<file path="src/rtl/ipl_pkg.sv">
// Package for the image plane layout checker.
// Holds the configuration register type, register indexes, plane modes and
// shared width helpers. No dependencies.
`timescale 1ns / 1ps
`default_nettype none

package ipl_pkg;

	localparam int DIM_BITS_DEF  = 14;
	localparam int ADDR_BITS_DEF = 32;
	localparam int PITCH_BITS    = 16;
	localparam int QUEUE_DEPTH   = 4;

	localparam int CFG_IDX_BITS  = 3;
	localparam int CFG_DATA_BITS = 6;

	// Row bytes are (width * pixel_depth + ROUND_ADD) >> BYTE_SHIFT.
	localparam int ROUND_ADD  = 7;
	localparam int BYTE_SHIFT = 3;

	localparam logic [CFG_IDX_BITS-1:0] REG_WIDTH_ALIGN  = 3'd0;
	localparam logic [CFG_IDX_BITS-1:0] REG_HEIGHT_ALIGN = 3'd1;
	localparam logic [CFG_IDX_BITS-1:0] REG_BPP          = 3'd2;
	localparam logic [CFG_IDX_BITS-1:0] REG_PLANE_COUNT  = 3'd3;
	localparam logic [CFG_IDX_BITS-1:0] REG_CHROMA_H     = 3'd4;
	localparam logic [CFG_IDX_BITS-1:0] REG_CHROMA_V     = 3'd5;

	localparam logic [1:0] PLANES_NONE   = 2'd0;
	localparam logic [1:0] PLANES_PACKED = 2'd1;
	localparam logic [1:0] PLANES_TWO    = 2'd2;
	localparam logic [1:0] PLANES_THREE  = 2'd3;

	typedef struct packed {
		logic [3:0] width_align_mask;
		logic [3:0] height_align_mask;
		logic [5:0] pixel_depth;
		logic [1:0] plane_count;
		logic [1:0] chroma_hshift;
		logic [1:0] chroma_vshift;
	} cfg_t;

	localparam cfg_t CFG_RESET = '{
		width_align_mask:  4'd0,
		height_align_mask: 4'd0,
		pixel_depth:       6'd8,
		plane_count:       2'd1,
		chroma_hshift:     2'd1,
		chroma_vshift:     2'd1
	};

	// Width of a product pitch * (lines - 1).
	function automatic int prod_width(input int dim_bits);
		return PITCH_BITS + dim_bits;
	endfunction

	// Width of the minimum row bytes of plane zero.
	function automatic int row0_width(input int dim_bits);
		return dim_bits + 4;
	endfunction

	// Width of one queue entry between the front and the back.
	function automatic int entry_width(input int dim_bits, input int addr_bits);
		return 1 + 2 + 3 * prod_width(dim_bits) + row0_width(dim_bits) + dim_bits
			+ 4 * addr_bits;
	endfunction

endpackage

`default_nettype wire

</file>
<file path="src/rtl/ipl_front.sv">
// Front of the layout checker: accepts descriptors, does the dimension and
// pitch checks and forms the plane size products. Depends on ipl_pkg.
`timescale 1ns / 1ps
`default_nettype none

module ipl_front import ipl_pkg::*; #(
	parameter int DIM_BITS  = DIM_BITS_DEF,
	parameter int ADDR_BITS = ADDR_BITS_DEF
) (
	input  wire logic                  clk,
	input  wire logic                  arst_n,
	input  wire cfg_t                  cfg,
	input  wire logic                  in_valid,
	output logic                       in_ready,
	input  wire logic [DIM_BITS-1:0]   width,
	input  wire logic [DIM_BITS-1:0]   height,
	input  wire logic [PITCH_BITS-1:0] pitch_first,
	input  wire logic [PITCH_BITS-1:0] pitch_second,
	input  wire logic [PITCH_BITS-1:0] pitch_third,
	input  wire logic [ADDR_BITS-1:0]  offset_first,
	input  wire logic [ADDR_BITS-1:0]  offset_second,
	input  wire logic [ADDR_BITS-1:0]  offset_third,
	input  wire logic [ADDR_BITS-1:0]  buffer_bytes,
	output logic                       push_valid,
	output logic [entry_width(DIM_BITS, ADDR_BITS)-1:0] push_data,
	input  wire logic                  push_full
);

	localparam int PROD_W = prod_width(DIM_BITS);
	localparam int ROW0_W = row0_width(DIM_BITS);
	localparam int CMP_W  = (ROW0_W > PITCH_BITS) ? ROW0_W : PITCH_BITS;
	localparam int MUL_W  = DIM_BITS + 6;

	typedef struct packed {
		logic                 early_fail;
		logic [1:0]           planes;
		logic [PROD_W-1:0]    prod0;
		logic [PROD_W-1:0]    prod1;
		logic [PROD_W-1:0]    prod2;
		logic [ROW0_W-1:0]    row0;
		logic [DIM_BITS-1:0]  row_uv;
		logic [ADDR_BITS-1:0] off0;
		logic [ADDR_BITS-1:0] off1;
		logic [ADDR_BITS-1:0] off2;
		logic [ADDR_BITS-1:0] size;
	} entry_t;

	logic                  valid_s1;
	logic [DIM_BITS-1:0]   width_s1;
	logic [DIM_BITS-1:0]   height_s1;
	logic [PITCH_BITS-1:0] pitch0_s1;
	logic [PITCH_BITS-1:0] pitch1_s1;
	logic [PITCH_BITS-1:0] pitch2_s1;
	logic [ADDR_BITS-1:0]  off0_s1;
	logic [ADDR_BITS-1:0]  off1_s1;
	logic [ADDR_BITS-1:0]  off2_s1;
	logic [ADDR_BITS-1:0]  size_s1;

	logic [MUL_W-1:0]    wbpp;
	logic [MUL_W:0]      wbpp_rnd;
	logic [ROW0_W-1:0]   row0;
	logic [DIM_BITS-1:0] row_uv;
	logic [DIM_BITS-1:0] hm1;
	logic [DIM_BITS-1:0] ch;
	logic [DIM_BITS-1:0] chm1;
	logic [1:0]          planes;
	logic                fail_dim;
	logic                fail_p0;
	logic                fail_p1;
	logic                fail_p2;
	logic                fail_ch;
	entry_t              entry;

	assign in_ready = !valid_s1 || !push_full;

	always_ff @(posedge clk or negedge arst_n) begin
		if (!arst_n) begin
			valid_s1 <= 1'b0;
		end else if (in_ready) begin
			valid_s1 <= in_valid;
		end
	end

	always_ff @(posedge clk) begin
		if (in_valid && in_ready) begin
			width_s1  <= width;
			height_s1 <= height;
			pitch0_s1 <= pitch_first;
			pitch1_s1 <= pitch_second;
			pitch2_s1 <= pitch_third;
			off0_s1   <= offset_first;
			off1_s1   <= offset_second;
			off2_s1   <= offset_third;
			size_s1   <= buffer_bytes;
		end
	end

	always_comb begin
		wbpp     = MUL_W'(width_s1) * MUL_W'(cfg.pixel_depth);
		wbpp_rnd = (MUL_W + 1)'(wbpp) + (MUL_W + 1)'(ROUND_ADD);
		row0     = ROW0_W'(wbpp_rnd >> BYTE_SHIFT);
		row_uv   = width_s1 >> cfg.chroma_hshift;
		hm1      = height_s1 - 1'b1;
		ch       = height_s1 >> cfg.chroma_vshift;
		chm1     = ch - 1'b1;
		planes   = (cfg.plane_count == PLANES_NONE) ? PLANES_PACKED : cfg.plane_count;

		fail_dim = (width_s1 == '0) || (height_s1 == '0)
			|| ((width_s1 & DIM_BITS'(cfg.width_align_mask)) != '0)
			|| ((height_s1 & DIM_BITS'(cfg.height_align_mask)) != '0);
		fail_p0  = CMP_W'(pitch0_s1) < CMP_W'(row0);
		fail_p1  = CMP_W'(pitch1_s1) < CMP_W'(row_uv);
		fail_p2  = CMP_W'(pitch2_s1) < CMP_W'(row_uv);
		fail_ch  = (ch == '0);

		entry.planes = planes;
		case (planes)
			PLANES_TWO:   entry.early_fail = fail_dim || fail_p0 || fail_p1 || fail_ch;
			PLANES_THREE: entry.early_fail = fail_dim || fail_p0 || fail_p1 || fail_ch
				|| fail_p2;
			default:      entry.early_fail = fail_dim || fail_p0;
		endcase
		entry.prod0  = PROD_W'(pitch0_s1) * PROD_W'(hm1);
		entry.prod1  = PROD_W'(pitch1_s1) * PROD_W'(chm1);
		entry.prod2  = PROD_W'(pitch2_s1) * PROD_W'(chm1);
		entry.row0   = row0;
		entry.row_uv = row_uv;
		entry.off0   = off0_s1;
		entry.off1   = off1_s1;
		entry.off2   = off2_s1;
		entry.size   = size_s1;
	end

	assign push_valid = valid_s1;
	assign push_data  = entry;

endmodule

`default_nettype wire

</file>
<file path="config.mk">
export PLATFORM = sky130hd
export DESIGN_NAME = ipl_front
export DESIGN_NICKNAME = d
export VERILOG_FILES = /design/src/rtl/ipl_pkg.sv /design/src/rtl/ipl_front.sv
export SDC_FILE = /design/constraint.sdc
export NUM_CORES = 2
export LEC_CHECK = 0
export BUFFER_PORTS_ARGS = -buffer_cell sky130_fd_sc_hd__buf_4
export CORE_ASPECT_RATIO = 0.6
export CORE_MARGIN = 2
export CORE_UTILIZATION = 25
export DETAILED_ROUTE_END_ITERATION = 8
export SYNTH_ARGS = -nofsm -noshare
export SYNTH_HDL_FRONTEND = slang
export SYNTH_SLANG_ARGS = --single-unit
export TNS_END_PERCENT = 30
</file>
<file path="constraint.sdc">
create_clock -name clk -period 12.3 [get_ports clk]
set_clock_uncertainty 0.2 [all_clocks]
set_input_delay 0.615 -clock clk [delete_from_list [all_inputs] [get_ports clk]]
set_output_delay 0.615 -clock clk [all_outputs]
set_load 0.03 [all_outputs]
</file>
After elaboration in Yosys (flattened, before gate mapping)
Cells that the tools add are included.
{"block": "word_totals", "ff_bits": 205, "word_cells": 45, "output_inout_bits": 255, "in_bits": 228}
{"block": "classes", "n_mul": 4, "n_eq_ne": 2, "n_reduce_logical": 17, "n_addsub": 3, "magnitude_cmp": 3, "n_mux": 2, "shift": 2, "bitwise_logic": 2}
{"operator": "$mul 16x14->30", "count": 3}
{"operator": "$logic_not 14->1", "count": 3}
{"operator": "$lt 16x14->1", "count": 2}
{"operator": "$and 14x4->14", "count": 2}
{"operator": "$reduce_bool 14->1", "count": 2}
{"operator": "$shr 14x2->14", "count": 2}
{"operator": "$sub 14x1->14 const B", "count": 2}
{"operator": "$add 20x3->21 const B", "count": 1}
{"operator": "$mul 14x6->20", "count": 1}
{"operator": "$lt 16x18->1", "count": 1}
{"operator": "$logic_or 1x1->1", "count": 8}
{"operator": "$eq 2x2->1 const B", "count": 2}
{"operator": "$logic_not 1->1", "count": 2}
{"operator": "$logic_not 2->1", "count": 1}
{"operator": "$mux 2", "count": 1}
{"operator": "$pmux 1 s2", "count": 1}
{"operator": "$logic_and 1x1->1", "count": 1}

Longest topological paths before layout
{"block": "logic_depth", "ltp_word": 9, "depth_mapped": 31}

Least setup slack after synthesis
OpenSTA, ideal clock, no wires.
{"block": "synth_path", "path_kind": "in2out", "from": "in cfg[1] (netlist name)", "to": "out push_data[217]", "arrival_time_ns": 8.550, "path_stages": 27, "setup_slack_ns": 2.935, "required_time_ns": 11.485, "n_path_buf": 3, "path_cell_list": "buf_2 -> mux2_2 -> mux2i_2 -> clkbuf_1 -> ha_1 -> and4b_1 -> nand2_1 -> xnor2_1 -> clkbuf_1 -> nand2_1 -> fa_1 -> fa_1 -> fa_1 -> inv_1 -> fa_1 -> fa_1 -> inv_1 -> fa_1 -> inv_1 -> ha_1 -> a21o_1 -> a21o_1 -> a221oi_1 -> o21a_1 -> o21ai_0 -> o21a_1 -> o311ai_0"}
{"block": "synth_via", "elab_chain_cells": 3}
{"item": "start: declaration", "line_no": "ipl_front.sv:12", "rtl": "input wire cfg_t cfg,"}
{"item": "$shr 14x2->14", "line_no": "ipl_front.sv:104", "rtl": "ch = height_s1 >> cfg.chroma_vshift;"}
{"item": "$sub 14x1->14", "line_no": "ipl_front.sv:105", "rtl": "chm1 = ch - 1'b1;"}
{"item": "$mul 16x14->30", "line_no": "ipl_front.sv:124", "rtl": "entry.prod1 = PROD_W'(pitch1_s1) * PROD_W'(chm1);"}
{"item": "end: declaration", "line_no": "ipl_front.sv:25", "rtl": "output logic [entry_width(DIM_BITS, ADDR_BITS)-1:0] push_data,"}
Every way passes these cells.

Worst setup path after layout
{"block": "layout_path", "from": "reg height_s1[0]", "to": "out push_data[248]"}
{"block": "layout_via", "elab_chain_cells": 2}
{"item": "start: declaration", "line_no": "ipl_front.sv:50", "rtl": "logic [DIM_BITS-1:0] height_s1;"}
{"item": "start signal: assignment", "line_no": "ipl_front.sv:87", "rtl": "height_s1 <= height;"}
{"item": "$sub 14x1->14", "line_no": "ipl_front.sv:103", "rtl": "hm1 = height_s1 - 1'b1;"}
{"item": "$mul 16x14->30", "line_no": "ipl_front.sv:123", "rtl": "entry.prod0 = PROD_W'(pitch0_s1) * PROD_W'(hm1);"}
Every way passes these cells.

==> results.tsv <==
stage	metric	value	unit
status	status	complete, no violations	
routing	wire_per_inst	18.8	microns
critical_path	r2r_cells	4	
grt	antenna_found_initial	5	
placement	port_buffers	482	
critical_path	path_common_cell	fa_1	
placement	routabilityCongestion	0.890	
grt	overflow	0	
floorplan	die_width	474	microns
critical_path	critPathKind	flop to output port	
sta	rsz0062_at_grt	false	
clock_tree	cts_buffers	26	
grt	grt_max_degree	69	
yosys	seq_area_frac_synth	18.6	%
sta	hold_viol_final	0	
routing	totalWireLength	107000	microns
grt	grt_pass1_wl	166000	microns
floorplan	io_pins	483	
min_path	hold_path.class	input port to flop	
floorplan	fp.coreArea	131000	sq um
yosys	ys_ff_latch	205	
cells_and_area	drive_gt1_share	15.6	%
yosys	syn-num-nets	4479	
critical_path	worstReg2RegStart	push_valid	
yosys	syn_inst	3332	
cells_and_area	area_delta_synth_final	26.2	%
yosys	synth-async-reset-ratio	0.488	%
clock_tree	path_clk_slew	70	ps
yosys	yosysWarnings	0	
sta	fin_crit	10750	ps
floorplan	fp.dieArea	135000	sq um
floorplan	rows	103	
critical_path	crit_required	11480	ps
critical_path	timing.critical_path.to_type	output port	
routing	viasPerCell	4.47	
yosys	synth.distinct_cells	82	
clock_tree	cts-resized-gates	0	
critical_path	critPathMaxFanout	16	
sta	setup_viol	0	
critical_path	crit_family	adder cells	
yosys	netlist_area	33100	sq um
sta	relSlewSlack	12.3	%
min_path	min_to	push_valid	
routing	remaining_drc_errors	0	
clock_tree	clk_path_buf_depth	3	
routing	drtIter0Drc	1578	
cells_and_area	layout_commonest_cell	inv_1	
clock_tree	numClockSinks	205	
clock_tree	htreeDepth	1	
cells_and_area	final_cell_mix	inv_1, fa_1, buf_4	
floorplan	fp.dieH	286	microns
sta	final.setup.tns	0	ps
critical_path	arrival	9930	ps
routing	routed-via-count	25503	
clock_tree	root_buffer	clkbuf_16	
sta	max_freq	93.0	MHz
critical_path	slowest_delay	1100	ps
grt	track_usage	16.0	%
cells_and_area	nNetsFinal	5099	
sta	maxSlewViolCount	0	
floorplan	start_util	25.2	%
critical_path	path_buf_inv	6	
min_path	hold_depth	3	
critical_path	start_kind	flop	
placement	dpl.hpwl	85900	microns
cells_and_area	num-fill-cells	13471	
run	drv_cap	0	
routing	firstDrtPassIters	5	
yosys	synth_edf_count	204	
clock_tree	cts_tree	yes	
sta	max_slew.worst_pin.slew	1310	ps
critical_path	slowest_stage	a2111oi_1	
clock_tree	clk_latency	610	ps
critical_path	r2r_slack	9160	ps
routing	postRouteAntennaNets	0	
critical_path	crit-reg2reg-capture	width_s1[1]	
grt	grt_pass1_vias	27231	
yosys	syn_avg_cell_area	9.93	sq um
min_path	hp-start	push_full	
sta	finalCritPeriodShare	87.4	%
yosys	synth-main-ff-cell	edfxtp_1	
-- how the worst max path moves through the flow --
stage | start | end | cells past startpoint
CTS | height_s1[0] | push_data[217] | 28
global placement | cfg[0] | push_data[217] | 28
detailed placement | cfg[0] | push_data[217] | 28
floorplan | cfg[1] | push_data[217] | 27
global route | height_s1[0] | push_data[185] | 29
finish | height_s1[0] | push_data[248] | 26
-- worst min-delay path, stage by stage --
cell and delay [ps]:
buf_4 90, nand2_1 80, nand2b_1 80
-- synth_stat cells (3+ instances only) --
master | number | area [sq um]
nand2_1 | 467 | 1750
a221oi_1 | 4 | 35.0
and2_1 | 308 | 1930
nand3_1 | 22 | 110
buf_2 | 12 | 60.1
o21bai_1 | 20 | 150
mux2_2 | 13 | 146
nand4_1 | 10 | 62.6
o21a_1 | 15 | 113
o21ai_1 | 8 | 40.0
o31ai_1 | 7 | 52.6
inv_1 | 578 | 2170
or2_1 | 3 | 18.8
and4_1 | 5 | 43.8
mux2i_1 | 18 | 180
clkbuf_1 | 120 | 450
a211oi_1 | 14 | 105
o21ai_0 | 50 | 250
a221o_1 | 3 | 30.0
nor4_1 | 8 | 50.1
a311o_1 | 3 | 30.0
o311ai_0 | 4 | 35.0
edfxtp_1 | 204 | 6130
a211o_1 | 7 | 61.3
or3_1 | 4 | 25.0
o2111ai_1 | 6 | 52.6
and3_1 | 9 | 56.3
nor4b_1 | 3 | 26.3
fa_1 | 543 | 10900
a21o_1 | 36 | 270
a31oi_1 | 6 | 37.5
nor2_1 | 60 | 225
a2111oi_0 | 5 | 43.8
a31o_2 | 3 | 26.3
ha_1 | 376 | 4700
o211ai_1 | 10 | 75.1
nor3_1 | 25 | 125
nor2b_1 | 58 | 363
xor2_1 | 34 | 298
xnor2_1 | 78 | 683
a21oi_1 | 87 | 435
nand2b_1 | 29 | 181
or2_2 | 12 | 75.1
-- state kept, by name (all words and copies together), names as in the netlist --
| name | cells |
|---|---|
| off2_s1 | 32 |
| off0_s1 | 32 |
| height_s1 | 14 |
| width_s1 | 14 |
| pitch2_s1 | 16 |
| off1_s1 | 32 |
| push_valid | 1 |
| pitch1_s1 | 16 |
| pitch0_s1 | 16 |
| size_s1 | 32 |
-- area by class of cell --
cell class	instances	area [sq um]	share of cell area (%)
Multi-Input combinational cell	2413	24400	58.4
Tap cell	1732	2170	5.19
Timing Repair Buffer	727	5970	14.3
Clock buffer	27	654	1.57
Inverter	579	2170	5.21
Antenna cell	4	10.0	0.0240
Clock inverter	21	226	0.543
Sequential cell	205	6150	14.7
-- logic make-up (layout without fill, tap and decap cells) --
logic type / after synthesis / after routing / share of synthesized area, %
compound gates: 311 / 311 / 6.40
xor+xnor: 113 / 113 / 3.01
fa+ha+maj: 919 / 919 / 47.1
buf+inv: 714 / 1354 / 8.18
flops: 205 / 205 / 18.6
mux: 35 / 35 / 1.20
other cells: 0 / 4 / 0
simple gates: 1035 / 1035 / 15.5
-- stage by stage --
stage | hold WS, ps | setup WS (ps) | cells | area (sq um) | utilization [%]
2_1_floorplan | 119 | 2930 | 3332 | 33100 | -
3_3_place_gp | 191 | 2180 | 5450 | 38800 | 29.5
3_5_place_dp | 192 | 2030 | 5450 | 38800 | 29.5
4_1_cts | 10.9 | 1650 | 5703 | 41700 | 31.7
5_1_grt | 61.1 | 1090 | 5708 | 41700 | 31.8
6_report | 80.5 | 1550 | 5708 | 41700 | 31.8
-- layer usage --
| layer | vias to the layer above | wire length, microns | track usage [%] |
|---|---|---|---|
| met5 | - | 28 | 0 |
| met4 | 4 | 2920 | 3.92 |
| met3 | 95 | 9050 | 4.26 |
| met2 | 852 | 45800 | 23.9 |
| met1 | 12755 | 49300 | 22.8 |
| li1 | 11797 | - | - |
-- timing repair --
item	in CTS	in global routing
setup buffers	0	0
setup endpoints to repair	0	0
hold endpoints to repair	205	1
hold buffers	205	1
Power is left out: the tool's default activity adds up to more than one toggle a clock period on the data nets, which glitch-free logic cannot reach.
